### config.mk
export PLATFORM = sky130hd
export DESIGN_NAME = cigar_affine_score_local_trim
export DESIGN_NICKNAME = d
export VERILOG_FILES = /design/src/rtl/caslt_pkg.sv /design/src/rtl/cigar_affine_score_local_trim.sv
export VERILOG_INCLUDE_DIRS = /design/src /design/src/rtl
export SDC_FILE = /design/constraint.sdc
export NUM_CORES = 1
export LEC_CHECK = 0
export ABC_CLOCK_PERIOD_IN_PS = 23100
export BUFFER_PORTS_ARGS = -buffer_cell sky130_fd_sc_hd__buf_2
export CORE_MARGIN = 4
export CORE_UTILIZATION = 42
export CTS_CLUSTER_DIAMETER = 80
export DETAILED_ROUTE_END_ITERATION = 7
export SLEW_MARGIN = 20
export SYNTH_ARGS = -nofsm -noshare
export SYNTH_HDL_FRONTEND = slang
export SYNTH_SLANG_ARGS = --single-unit
### constraint.sdc
create_clock -name clk_i -period 23.1 [get_ports clk_i]
set_input_delay 2.31 -clock clk_i [delete_from_list [all_inputs] [get_ports clk_i]]
set_output_delay 2.31 -clock clk_i [all_outputs]
set_load 0.02 [all_outputs]
### src/rtl/cigar_affine_score_local_trim_macros.svh
// Assertion helpers, clocked on clk_i and held off during reset.
`ifndef CIGAR_AFFINE_SCORE_LOCAL_TRIM_MACROS_SVH
`define CIGAR_AFFINE_SCORE_LOCAL_TRIM_MACROS_SVH

// Check an expression at every edge.
`define CASLT_ASSERT(lbl, prop, msg) \
  lbl: assert property (@(posedge clk_i) disable iff (!rst_ni) (prop)) else $error(msg);

// Check a consequent in the cycle after an antecedent.
`define CASLT_ASSERT_NEXT(lbl, ante, cons, msg) \
  lbl: assert property (@(posedge clk_i) disable iff (!rst_ni) (ante) |=> (cons)) \
    else $error(msg);

`endif

### src/rtl/caslt_pkg.sv
package caslt_pkg;

  localparam int POSITION_BITS_DEFAULT = 24;
  localparam int RUN_BITS_DEFAULT      = 16;

  localparam int COEF_BITS  = 6;
  localparam int TOTAL_BITS = 31;
  localparam int LOCAL_BITS = 30;

  localparam logic signed [TOTAL_BITS-1:0] TOTAL_MAX = 31'sh3FFF_FFFF;
  localparam logic signed [TOTAL_BITS-1:0] TOTAL_MIN = -31'sh4000_0000;
  localparam logic [LOCAL_BITS-1:0]        LOCAL_MAX = '1;

  localparam logic [COEF_BITS-1:0] MATCH_RESET      = 6'd1;
  localparam logic [COEF_BITS-1:0] MISMATCH_RESET   = 6'd4;
  localparam logic [COEF_BITS-1:0] GAP_OPEN_RESET   = 6'd6;
  localparam logic [COEF_BITS-1:0] GAP_EXTEND_RESET = 6'd1;

  typedef enum logic [1:0] {
    CFG_MATCH      = 2'd0,
    CFG_MISMATCH   = 2'd1,
    CFG_GAP_OPEN   = 2'd2,
    CFG_GAP_EXTEND = 2'd3
  } cfg_idx_e;

  typedef enum logic {
    OP_APPEND = 1'b0,
    OP_CLEAR  = 1'b1
  } op_e;

  typedef enum logic [2:0] {
    KIND_MATCH    = 3'd0,
    KIND_SEED     = 3'd1,
    KIND_MISMATCH = 3'd2,
    KIND_INSERT   = 3'd3,
    KIND_DELETE   = 3'd4,
    KIND_NONE     = 3'd7
  } kind_e;

endpackage

### src/rtl/cigar_affine_score_local_trim.sv
// A beat goes from the input register into the state registers, which also serve as the
// result register; one beat per cycle while the output is not stalled. The score update
// and the position adds sit between the input register and the state registers.
// Reset (async, active low): empty pipeline, all alignment state cleared, previous
// kind set to none, scoring registers back to their defaults.
`include "cigar_affine_score_local_trim_macros.svh"

module cigar_affine_score_local_trim #(
  parameter int POSITION_BITS = caslt_pkg::POSITION_BITS_DEFAULT,
  parameter int RUN_BITS      = caslt_pkg::RUN_BITS_DEFAULT
) (
  input  logic                                    clk_i,
  input  logic                                    rst_ni,
  input  logic                                    cfg_valid_i,
  output logic                                    cfg_ready_o,
  input  logic [1:0]                              cfg_index_i,
  input  logic [caslt_pkg::COEF_BITS-1:0]         cfg_data_i,
  input  logic                                    in_valid_i,
  output logic                                    in_stall_o,
  input  logic                                    op_i,
  input  logic [2:0]                              run_kind_i,
  input  logic [RUN_BITS-1:0]                     run_size_i,
  output logic                                    out_valid_o,
  input  logic                                    out_stall_i,
  output logic signed [caslt_pkg::TOTAL_BITS-1:0] total_score_o,
  output logic [POSITION_BITS-1:0]                ref_extent_o,
  output logic [POSITION_BITS-1:0]                query_extent_o,
  output logic [POSITION_BITS-1:0]                total_length_o,
  output logic [caslt_pkg::LOCAL_BITS-1:0]        local_score_o,
  output logic [POSITION_BITS-1:0]                local_ref_begin_o,
  output logic [POSITION_BITS-1:0]                local_ref_end_o,
  output logic [POSITION_BITS-1:0]                local_query_begin_o,
  output logic [POSITION_BITS-1:0]                local_query_end_o,
  output logic                                    length_overflow_o
);

  localparam int CoefW = caslt_pkg::COEF_BITS;
  localparam int ProdW = RUN_BITS + CoefW;
  localparam int SumW  = ((RUN_BITS + 8 > caslt_pkg::TOTAL_BITS) ?
                          RUN_BITS + 8 : caslt_pkg::TOTAL_BITS) + 1;
  localparam int PsumW = ((POSITION_BITS > RUN_BITS) ? POSITION_BITS : RUN_BITS) + 1;

  typedef logic [ProdW-1:0]         prod_t;
  typedef logic signed [SumW-1:0]   sum_t;
  typedef logic [PsumW-1:0]         psum_t;
  typedef logic [POSITION_BITS-1:0] pos_t;
  typedef logic [caslt_pkg::LOCAL_BITS-1:0] lscore_t;

  localparam pos_t PosMax = '1;

  // configuration
  logic [CoefW-1:0] match_q, mismatch_q, gap_open_q, gap_extend_q;

  assign cfg_ready_o = 1'b1;

  always_ff @(posedge clk_i or negedge rst_ni) begin
    if (!rst_ni) begin
      match_q      <= caslt_pkg::MATCH_RESET;
      mismatch_q   <= caslt_pkg::MISMATCH_RESET;
      gap_open_q   <= caslt_pkg::GAP_OPEN_RESET;
      gap_extend_q <= caslt_pkg::GAP_EXTEND_RESET;
    end else if (cfg_valid_i && cfg_ready_o) begin
      unique case (caslt_pkg::cfg_idx_e'(cfg_index_i))
        caslt_pkg::CFG_MATCH:      match_q      <= cfg_data_i;
        caslt_pkg::CFG_MISMATCH:   mismatch_q   <= cfg_data_i;
        caslt_pkg::CFG_GAP_OPEN:   gap_open_q   <= cfg_data_i;
        caslt_pkg::CFG_GAP_EXTEND: gap_extend_q <= cfg_data_i;
        default: ;
      endcase
    end
  end

  // input register
  logic                in_valid_q;
  logic                in_op_q;
  logic [2:0]          in_kind_q;
  logic [RUN_BITS-1:0] in_size_q;
  logic                out_valid_q;
  logic                advance;

  assign advance    = in_valid_q && (!out_valid_q || !out_stall_i);
  assign in_stall_o = in_valid_q && !advance;

  always_ff @(posedge clk_i or negedge rst_ni) begin
    if (!rst_ni) begin
      in_valid_q <= 1'b0;
    end else if (!in_stall_o) begin
      in_valid_q <= in_valid_i;
    end
  end

  always_ff @(posedge clk_i) begin
    if (in_valid_i && !in_stall_o) begin
      in_op_q   <= op_i;
      in_kind_q <= run_kind_i;
      in_size_q <= run_size_i;
    end
  end

  always_ff @(posedge clk_i or negedge rst_ni) begin
    if (!rst_ni) begin
      out_valid_q <= 1'b0;
    end else if (advance) begin
      out_valid_q <= 1'b1;
    end else if (!out_stall_i) begin
      out_valid_q <= 1'b0;
    end
  end

  // alignment state, also the result register
  logic [2:0]                              prev_kind_q, prev_kind_d;
  logic signed [caslt_pkg::TOTAL_BITS-1:0] score_q, score_d;
  pos_t                                    ref_q, ref_d, query_q, query_d, len_q, len_d;
  lscore_t                                 running_q, running_d, best_q, best_d;
  pos_t                                    restart_ref_q, restart_ref_d;
  pos_t                                    restart_query_q, restart_query_d;
  pos_t                                    best_rb_q, best_rb_d, best_re_q, best_re_d;
  pos_t                                    best_qb_q, best_qb_d, best_qe_q, best_qe_d;
  logic                                    ovf_q, ovf_d;

  caslt_pkg::kind_e kind;
  logic             kind_ok, gain, adds_ref, adds_query, gap_new, apply;
  logic [CoefW-1:0] coef;
  prod_t            prod;
  sum_t             mag, delta, tot_sum, run_sum;
  psum_t            ref_sum, query_sum, len_sum;
  logic             ref_ovf, query_ovf, len_ovf;
  pos_t             ref_new, query_new, len_new;
  lscore_t          run_new;
  pos_t             rs_ref_new, rs_query_new;
  logic             restart;

  always_comb begin
    kind       = caslt_pkg::kind_e'(in_kind_q);
    kind_ok    = 1'b1;
    gain       = 1'b0;
    adds_ref   = 1'b0;
    adds_query = 1'b0;
    coef       = '0;
    unique case (kind)
      caslt_pkg::KIND_MATCH, caslt_pkg::KIND_SEED: begin
        coef = match_q; gain = 1'b1; adds_ref = 1'b1; adds_query = 1'b1;
      end
      caslt_pkg::KIND_MISMATCH: begin
        coef = mismatch_q; adds_ref = 1'b1; adds_query = 1'b1;
      end
      caslt_pkg::KIND_INSERT: begin
        coef = gap_extend_q; adds_query = 1'b1;
      end
      caslt_pkg::KIND_DELETE: begin
        coef = gap_extend_q; adds_ref = 1'b1;
      end
      default: kind_ok = 1'b0;
    endcase

    gap_new = (kind == caslt_pkg::KIND_INSERT || kind == caslt_pkg::KIND_DELETE) &&
              (prev_kind_q != in_kind_q);
    apply   = (in_op_q == caslt_pkg::OP_APPEND) && kind_ok && (in_size_q != '0);

    prod  = prod_t'(coef) * prod_t'(in_size_q);
    mag   = sum_t'(prod) + (gap_new ? sum_t'(gap_open_q) : sum_t'(0));
    delta = gain ? mag : -mag;

    ref_sum   = psum_t'(ref_q) + psum_t'(in_size_q);
    query_sum = psum_t'(query_q) + psum_t'(in_size_q);
    len_sum   = psum_t'(len_q) + psum_t'(in_size_q);
    ref_ovf   = adds_ref && (ref_sum > psum_t'(PosMax));
    query_ovf = adds_query && (query_sum > psum_t'(PosMax));
    len_ovf   = len_sum > psum_t'(PosMax);
    ref_new   = !adds_ref ? ref_q : (ref_ovf ? PosMax : pos_t'(ref_sum));
    query_new = !adds_query ? query_q : (query_ovf ? PosMax : pos_t'(query_sum));
    len_new   = len_ovf ? PosMax : pos_t'(len_sum);

    tot_sum = sum_t'(score_q) + delta;
    run_sum = sum_t'(running_q) + delta;
    restart = 1'b0;
    priority if (run_sum > sum_t'(caslt_pkg::LOCAL_MAX)) begin
      run_new = caslt_pkg::LOCAL_MAX;
    end else if (run_sum < sum_t'(0)) begin
      run_new = '0;
      restart = 1'b1;
    end else begin
      run_new = lscore_t'(run_sum);
    end
    rs_ref_new   = restart ? ref_new : restart_ref_q;
    rs_query_new = restart ? query_new : restart_query_q;

    prev_kind_d     = prev_kind_q;
    score_d         = score_q;
    ref_d           = ref_q;
    query_d         = query_q;
    len_d           = len_q;
    running_d       = running_q;
    best_d          = best_q;
    restart_ref_d   = restart_ref_q;
    restart_query_d = restart_query_q;
    best_rb_d       = best_rb_q;
    best_re_d       = best_re_q;
    best_qb_d       = best_qb_q;
    best_qe_d       = best_qe_q;
    ovf_d           = ovf_q;

    priority if (in_op_q == caslt_pkg::OP_CLEAR) begin
      prev_kind_d     = caslt_pkg::KIND_NONE;
      score_d         = '0;
      ref_d           = '0;
      query_d         = '0;
      len_d           = '0;
      running_d       = '0;
      best_d          = '0;
      restart_ref_d   = '0;
      restart_query_d = '0;
      best_rb_d       = '0;
      best_re_d       = '0;
      best_qb_d       = '0;
      best_qe_d       = '0;
      ovf_d           = 1'b0;
    end else if (apply) begin
      prev_kind_d = in_kind_q;
      priority if (tot_sum > sum_t'(caslt_pkg::TOTAL_MAX)) begin
        score_d = caslt_pkg::TOTAL_MAX;
      end else if (tot_sum < sum_t'(caslt_pkg::TOTAL_MIN)) begin
        score_d = caslt_pkg::TOTAL_MIN;
      end else begin
        score_d = tot_sum[caslt_pkg::TOTAL_BITS-1:0];
      end
      ref_d           = ref_new;
      query_d         = query_new;
      len_d           = len_new;
      running_d       = run_new;
      restart_ref_d   = rs_ref_new;
      restart_query_d = rs_query_new;
      ovf_d           = ovf_q || ref_ovf || query_ovf || len_ovf;
      if (run_new >= best_q) begin
        best_d    = run_new;
        best_rb_d = rs_ref_new;
        best_qb_d = rs_query_new;
        best_re_d = ref_new;
        best_qe_d = query_new;
      end
    end else begin
      ovf_d = ovf_q;
    end
  end

  always_ff @(posedge clk_i or negedge rst_ni) begin
    if (!rst_ni) begin
      prev_kind_q     <= caslt_pkg::KIND_NONE;
      score_q         <= '0;
      ref_q           <= '0;
      query_q         <= '0;
      len_q           <= '0;
      running_q       <= '0;
      best_q          <= '0;
      restart_ref_q   <= '0;
      restart_query_q <= '0;
      best_rb_q       <= '0;
      best_re_q       <= '0;
      best_qb_q       <= '0;
      best_qe_q       <= '0;
      ovf_q           <= 1'b0;
    end else if (advance) begin
      prev_kind_q     <= prev_kind_d;
      score_q         <= score_d;
      ref_q           <= ref_d;
      query_q         <= query_d;
      len_q           <= len_d;
      running_q       <= running_d;
      best_q          <= best_d;
      restart_ref_q   <= restart_ref_d;
      restart_query_q <= restart_query_d;
      best_rb_q       <= best_rb_d;
      best_re_q       <= best_re_d;
      best_qb_q       <= best_qb_d;
      best_qe_q       <= best_qe_d;
      ovf_q           <= ovf_d;
    end
  end

  assign out_valid_o         = out_valid_q;
  assign total_score_o       = score_q;
  assign ref_extent_o        = ref_q;
  assign query_extent_o      = query_q;
  assign total_length_o      = len_q;
  assign local_score_o       = best_q;
  assign local_ref_begin_o   = best_rb_q;
  assign local_ref_end_o     = best_re_q;
  assign local_query_begin_o = best_qb_q;
  assign local_query_end_o   = best_qe_q;
  assign length_overflow_o   = ovf_q;

  `CASLT_ASSERT(a_best_ge_running, best_q >= running_q, "running score above best")
  `CASLT_ASSERT(a_seg_order, (best_re_q >= best_rb_q) && (best_qe_q >= best_qb_q),
                "segment end before begin")
  `CASLT_ASSERT_NEXT(a_ovf_sticky, ovf_q && !(advance && in_op_q == caslt_pkg::OP_CLEAR),
                     ovf_q, "overflow flag dropped without clear")
  `CASLT_ASSERT(a_hold_on_stall, in_valid_q && out_valid_q && out_stall_i |-> in_stall_o,
                "input taken while result held")

endmodule
* Word-level counts from Yosys, hierarchy flattened
Index checks and enable logic that the tools add are counted.
** Word-level totals
- Register bits :: 357
- Input bits :: 33
- Output and inout port bits :: 233
- Logic and storage cells :: 137
** Operators by class
- Add/sub/neg operators :: 7
- $mul :: 1
- Order comparisons :: 8
- Equal/unequal tests :: 9
- Multiplexer cells :: 55
- Bitwise operators :: 1
- Reduce and logical (&&, ||, !) cells :: 33
** Operators with widths (count)
- 2-to-1 mux 24 bit :: 29
- 2-to-1 mux 30 bit :: 7
- 2-to-1 mux 31 bit :: 4
- adder 24 x 16 -> 25 bit :: 3
- greater-than comparator 25 x 24 -> 1 bit, second input constant :: 3
- adder 31 x 32 -> 32 bit :: 2
- greater-than comparator 32 x 31 -> 1 bit, second input constant :: 2
- less-than comparator 32 x 1 -> 1 bit, second input constant :: 1
- less-than comparator 32 x 31 -> 1 bit, second input constant :: 1
- 2-to-1 mux 32 bit :: 1
- negation 23 -> 32 bit :: 1
- greater-or-equal comparator 30 bit :: 1
- adder 22 x 6 -> 23 bit :: 1
- multiplier 6 x 16 -> 22 bit :: 1
- one-hot mux 6 bit (3 select lines) :: 1
- nonzero test 16 bit :: 1
- 2-to-1 mux 1 bit :: 10
- AND reduction 2 bit :: 5
- logical AND 1 bit :: 8
- OR reduction 4 bit :: 2
- == test 3 x 2 -> 1 bit, second input constant :: 2
- 2-to-1 mux 3 bit :: 2
- 2-to-1 mux 6 bit :: 1
- logical OR 1 bit :: 5
- other kinds (14) :: 20

* Depth between registers and ports, before layout
- Depth after elaboration :: 15
- Mapped depth :: 56
- Depth with buffers taken out :: 46

* Worst setup path after synthesis
No wires, ideal clock.
- Path type :: flip-flop to flip-flop
- Start :: register in_kind_q[1]
- End :: register best_q[10] (netlist: local_score_o[10])
- Library setup time :: 0.083 ns
- Arrival :: 11.833 ns
- Required time :: 23.017 ns
- Setup slack :: 11.185 ns
- Cell stages (with the launch flop) :: 52
- Buffers on the path :: 10
- Cells stage by stage :: edfxtp_1 -> clkbuf_1 -> clkbuf_1 -> nand2_1 -> o21ai_0 -> a21oi_1 -> clkbuf_1 -> nand2b_1 -> fa_1 -> fa_1 -> inv_1 -> fa_1 -> inv_1 -> fa_1 -> inv_1 -> ha_1 -> o211a_1 -> o31ai_4 -> [... 16 more ...] -> buf_6 -> buf_2 -> buf_4 -> nor2_1 -> ha_1 -> a21o_1 -> a21o_1 -> a21oi_1 -> o21ai_0 -> a211oi_1 -> nor3_1 -> a211oi_1 -> or4_1 -> clkbuf_1 -> nor2_1 -> or2b_2 -> clkbuf_1 -> o21ai_0
** Between the ends
- Longest elaborated chain between the ends :: 14
- Elaborated cells on any way between the ends :: 33
- Classes of those cells :: add/sub (3); mul (1); order compare (3); eq/ne (5); mux (10); reduce/logical (11)
** Ends and longest elaborated chain
- start: declaration :: RTL line cigar_affine_score_local_trim.sv:76 : logic [2:0] in_kind_q;
- start signal: assignment :: RTL line cigar_affine_score_local_trim.sv:95 : in_kind_q <= run_kind_i;
- == test 3 x 2 -> 1 bit (tied with other cells) :: RTL line cigar_affine_score_local_trim.sv:140, cigar_affine_score_local_trim.sv:156
- OR reduction 2 bit (no source line) (tied with other cells)
- one-hot mux 6 bit (3 select lines) or logical AND 1 bit (tied branches) :: RTL line cigar_affine_score_local_trim.sv:140, cigar_affine_score_local_trim.sv:156
- multiplier 6 x 16 -> 22 bit or 2-to-1 mux 6 bit (tied branches) :: RTL line cigar_affine_score_local_trim.sv:160, cigar_affine_score_local_trim.sv:161
- adder 22 x 6 -> 23 bit :: RTL line cigar_affine_score_local_trim.sv:161 : mag = sum_t'(prod) + (gap_new ? sum_t'(gap_open_q) : sum_t'(0));
- negation 23 -> 32 bit :: RTL line cigar_affine_score_local_trim.sv:162 : delta = gain ? mag : -mag;
- 2-to-1 mux 32 bit :: RTL line cigar_affine_score_local_trim.sv:162
- adder 31 x 32 -> 32 bit :: RTL line cigar_affine_score_local_trim.sv:175 : run_sum = sum_t'(running_q) + delta;
- less-than comparator 32 x 1 -> 1 bit :: RTL line cigar_affine_score_local_trim.sv:179 : end else if (run_sum < sum_t'(0)) begin
- 2-to-1 mux 30 bit :: RTL line cigar_affine_score_local_trim.sv:179
- 2-to-1 mux 30 bit :: RTL line cigar_affine_score_local_trim.sv:177 : priority if (run_sum > sum_t'(caslt_pkg::LOCAL_MAX)) begin
- greater-or-equal comparator 30 bit or 2-to-1 mux 30 bit (tied branches) :: RTL line cigar_affine_score_local_trim.sv:234 : if (run_new >= best_q) begin
- nonzero test 2 bit (no source line) or 2-to-1 mux 30 bit (tied branches)
- AND reduction 3 bit (no source line) or 2-to-1 mux 30 bit (tied branches)
- end signal: assignment :: RTL line cigar_affine_score_local_trim.sv:269 : best_q <= best_d;
- end: declaration :: RTL line cigar_affine_score_local_trim.sv:114 : lscore_t running_q, running_d, best_q, best_d;
Parallel ways exist; a longest one is shown, timed or not. The select of a mux whose other input is x is not followed.
A chain may end at the register's enable or synchronous reset.

* Worst setup path in the final report
- Start :: register in_kind_q[2]
- End :: register best_rb_q[23] (netlist: local_ref_begin_o[23])
** Between the ends
- Longest elaborated chain between the ends :: 15
- Elaborated cells on any way between the ends :: 41
- Classes of those cells :: add/sub (3); mul (1); order compare (3); eq/ne (5); mux (16); reduce/logical (13)
** Ends and longest elaborated chain
- parallel branches: the longest is 15 deep, another holds negation 23 -> 32 bit
- end signal: assignment :: RTL line cigar_affine_score_local_trim.sv:272 : best_rb_q <= best_rb_d;
- end: declaration :: RTL line cigar_affine_score_local_trim.sv:117 : pos_t best_rb_q, best_rb_d, best_re_q, best_re_d;
Several ways; the timed one is not identified. The select of a mux whose other input is x is not followed.

==> results.yml <==
worst_setup_path:
  worst_ep_required_time_ns: 23.58
  crit_fanout: 79
  critical_path.top_delay_family: "compound AO/OA/AOI/OAI gates"
  crit_slowest_cell: "or2_2"
  r2r_setup_slack_ns: 7.70
  critPathKind: "flip-flop to flip-flop"
  start_kind: "flip-flop"
  cp.arrival_ns: 15.88
  worst-path-buf-inv: 7
  cp_slowest_stage_delay_ns: 0.91
  crit_path_end_kind: "flip-flop"
clock_tree:
  cts_sinks: 357
  clkLatencyLatePin_ns: 0.60
  clk_pin_slew_worst_paths_ns: 0.06
  cts_resized: 0
  cts_buffer_depth: 3
  htreeDepth: 2
  cts_tree: "done"
  cts_setup_buffers: 0
  cts_hold_buf: 0
  cts_made_buffers: 46
  cts_root_buffer: "clkbuf_16"
global_routing:
  grtUsageTotal_pct: 24.6
  first_global_vias: 21944
  grt.overflow.total: 0
  grt_antenna_before_repair: 1
  grt_max_degree: 156
  grt_pass1_wl_um: 127000
sta:
  setup_viol: 0
  rsz0062_at_grt: "false"
  tightestPinTransition_ns: 1.02
  finalHoldViolCount: 0
  max_freq_mhz: 64.9
  finalCritPeriodShare_pct: 66.7
  tns_ns: 0
  slew_headroom_pct: 31.8
  clock_skew_ns: 0.0410
  finalMaxSlewViolations: 0
  finalWorstSetupSlack_ns: 7.70
  final.min_clock_period_ns: 15.40
worst_hold_path:
  hold_path_class: "flip-flop to flip-flop"
floorplan:
  core_area_mm2: 0.0604
  start_util_pct: 42.4
  fp-row-count: 90
  fp.dieH_um: 255
  ios: 266
  die_area_mm2: 0.0650
  die_w_um: 255
yosys:
  synth_top_area_share_pct: 32.1
  synth.avg_cell_area_um2: 9.29
  ys_warn_count: 0
  synth_edf_count: 20
  synthTopCellsByCount: "dfrtp_1, nand2_1, nor2_1"
  netlist_instances: 2757
  post-synth-top-count-cell: "dfrtp_1"
  synth_fp_nets: 3051
  synth_area_mm2: 0.0256
  async_reset_ff_share_pct: 94.4
  yosysSeqAreaShare_pct: 35.3
  synth_cell_types: 89
  synth_top_cell_by_area: "dfrtp_1"
  synth.area.top_cells: "dfrtp_1, ha_1, fa_1"
  synthFlopType: "dfrtp_1"
  ys_seq_elements: 357
routing:
  via_count: 22103
  dr.pass1.iters: 5
  wl_per_cell_um: 21.7
  drc: 0
  routed_via_density: 5.86
  finalWirelength_um: 81700
  drtAntennaViolNets: 0
  initialDrtViolationCount: 1495
power:
  p_leak_nw: 14.3
  ir_drop_uv: 111
  p_per_area_mw_per_mm2: 160
cells_and_area:
  drive_gt1_share_pct: 14.8
  num-fill-cells: 5684
  fin_cells: 3770
  fin_nets: 3247
  syn_to_final_growth_pct: 13.5
placement:
  place_hpwl_um: 60300
  gp_congestion: 0.904
  dp_slack_ns: 7.34
  place_inst: 3686
  io_buffers: 264
job:
  cap_violations: 0
run_status:
  status: "finished, final reports clean"
[registers in the layout, summed over array words and instances (netlist names), 6 cells and up]
name	flops
in_size_q	16
local_score_o	30
match_q	6
local_query_end_o	24
restart_query_q	24
running_q	30
local_query_begin_o	24
gap_open_q	6
total_length_o	24
gap_extend_q	6
query_extent_o	24
restart_ref_q	24
local_ref_end_o	24
ref_extent_o	24
local_ref_begin_o	24
mismatch_q	6
total_score_o	31
[where the power goes]
group	internal, mW	switching, mW
clock network	0.423	0.300
logic	1.10	1.81
registers	0.824	0.183
total	2.35	2.29
[layout by cell type (no fill, tap or decap), drive strengths merged, types with 11 or more instances in the layout]
cell type	Yosys	final
dfrtp	329	329
buf	38	286
nand2	255	255
nor2	200	200
o21ai	200	200
ha	196	196
a21oi	154	154
inv	136	140
nor2b	119	119
a21o	94	94
xnor2	79	79
a221o	69	69
fa	65	65
clkbuf	100	61
mux2i	54	54
nor3	50	50
o31ai	49	49
nand3	46	46
nand2b	43	43
xor2	43	43
a22o	36	36
a31oi	32	32
o21a	31	31
mux2	28	28
and3	28	28
nor3b	26	26
edfxtp	20	20
o21bai	19	19
a211oi	19	19
nand4	16	16
o211ai	15	15
and2	13	13
nor4	13	13
o311ai	12	12
clkinv	0	11
[worst reg2reg max path: cells and delay by family, from the launching register on]
kind	cells	cell delay, ns
XOR/XNOR	1	0.24
flip-flops	1	0.32
buffers and inverters	7	2.38
AND/OR/NAND/NOR	11	3.93
multiplexers	1	0.16
adder cells (fa/ha/maj)	7	3.00
AO/OA/AOI/OAI	17	5.29
[through the flow]
| step | power [mW] | area (um^2) | util [%] | hold slack (ns) |
|---|---|---|---|---|
| final | 4.64 | 29100 | 48.2 | 0.482 |
| after global routing | 5.03 | 29100 | 48.2 | 0.510 |
| after CTS | 4.66 | 29000 | 48.1 | 0.481 |
| after detailed placement | 3.90 | 27500 | 45.6 | 0.468 |
| after global placement | 3.85 | 27500 | 45.6 | 0.463 |
| after floorplan | 3.12 | 25600 | - | 0.456 |
[cell type report]
cell class              count  area [um^2]  area share, %
inverters                 136          510           1.76
flip-flops and latches    357         9040           31.1
diodes                      1         2.50        0.00861
multi-input cells        2126        15500           53.3
clock buffers              61         1300           4.47
repair buffers            286         1520           5.22
well taps                 782          978           3.37
clock inverters            21          236          0.813
[path summary, 6_finish.rpt]
| check | start | to | cells past startpoint |
|---|---|---|---|
| min in group asynchronous | rst_ni | local_query_end_o[2] | 1 |
| hold / removal | local_query_begin_o[14] | local_query_begin_o[14] | 2 |
| setup / recovery | in_kind_q[2] | local_ref_begin_o[23] | 44 |
| setup reg to reg | in_kind_q[2] | local_ref_begin_o[23] | 44 |
| max in group asynchronous | rst_ni | total_score_o[9] | 2 |
| hold reg to reg | local_query_begin_o[14] | local_query_begin_o[14] | 2 |
[layer usage]
metal	global-route usage [%]	wire, um
met1	32.6	35700
met2	41.4	38700
met4	8.57	2960
met5	0	0
met3	3.92	4270
[kinds of logic (layout without fill, tap and decap cells)]
family | count (synthesis) | count (layout) | synth area share [%]
and+or+nand+nor | 852 | 852 | 16.4
AOI/OAI and AO/OA | 806 | 806 | 21.5
muxes | 82 | 82 | 3.36
DFF | 357 | 357 | 35.3
other | 1 | 2 | 0.0146
buffers and inverters | 274 | 504 | 4.49
xor gates and xnor gates | 122 | 122 | 4.17
adders and majority gates | 263 | 263 | 14.7
Power figures use the tool's default switching activity.
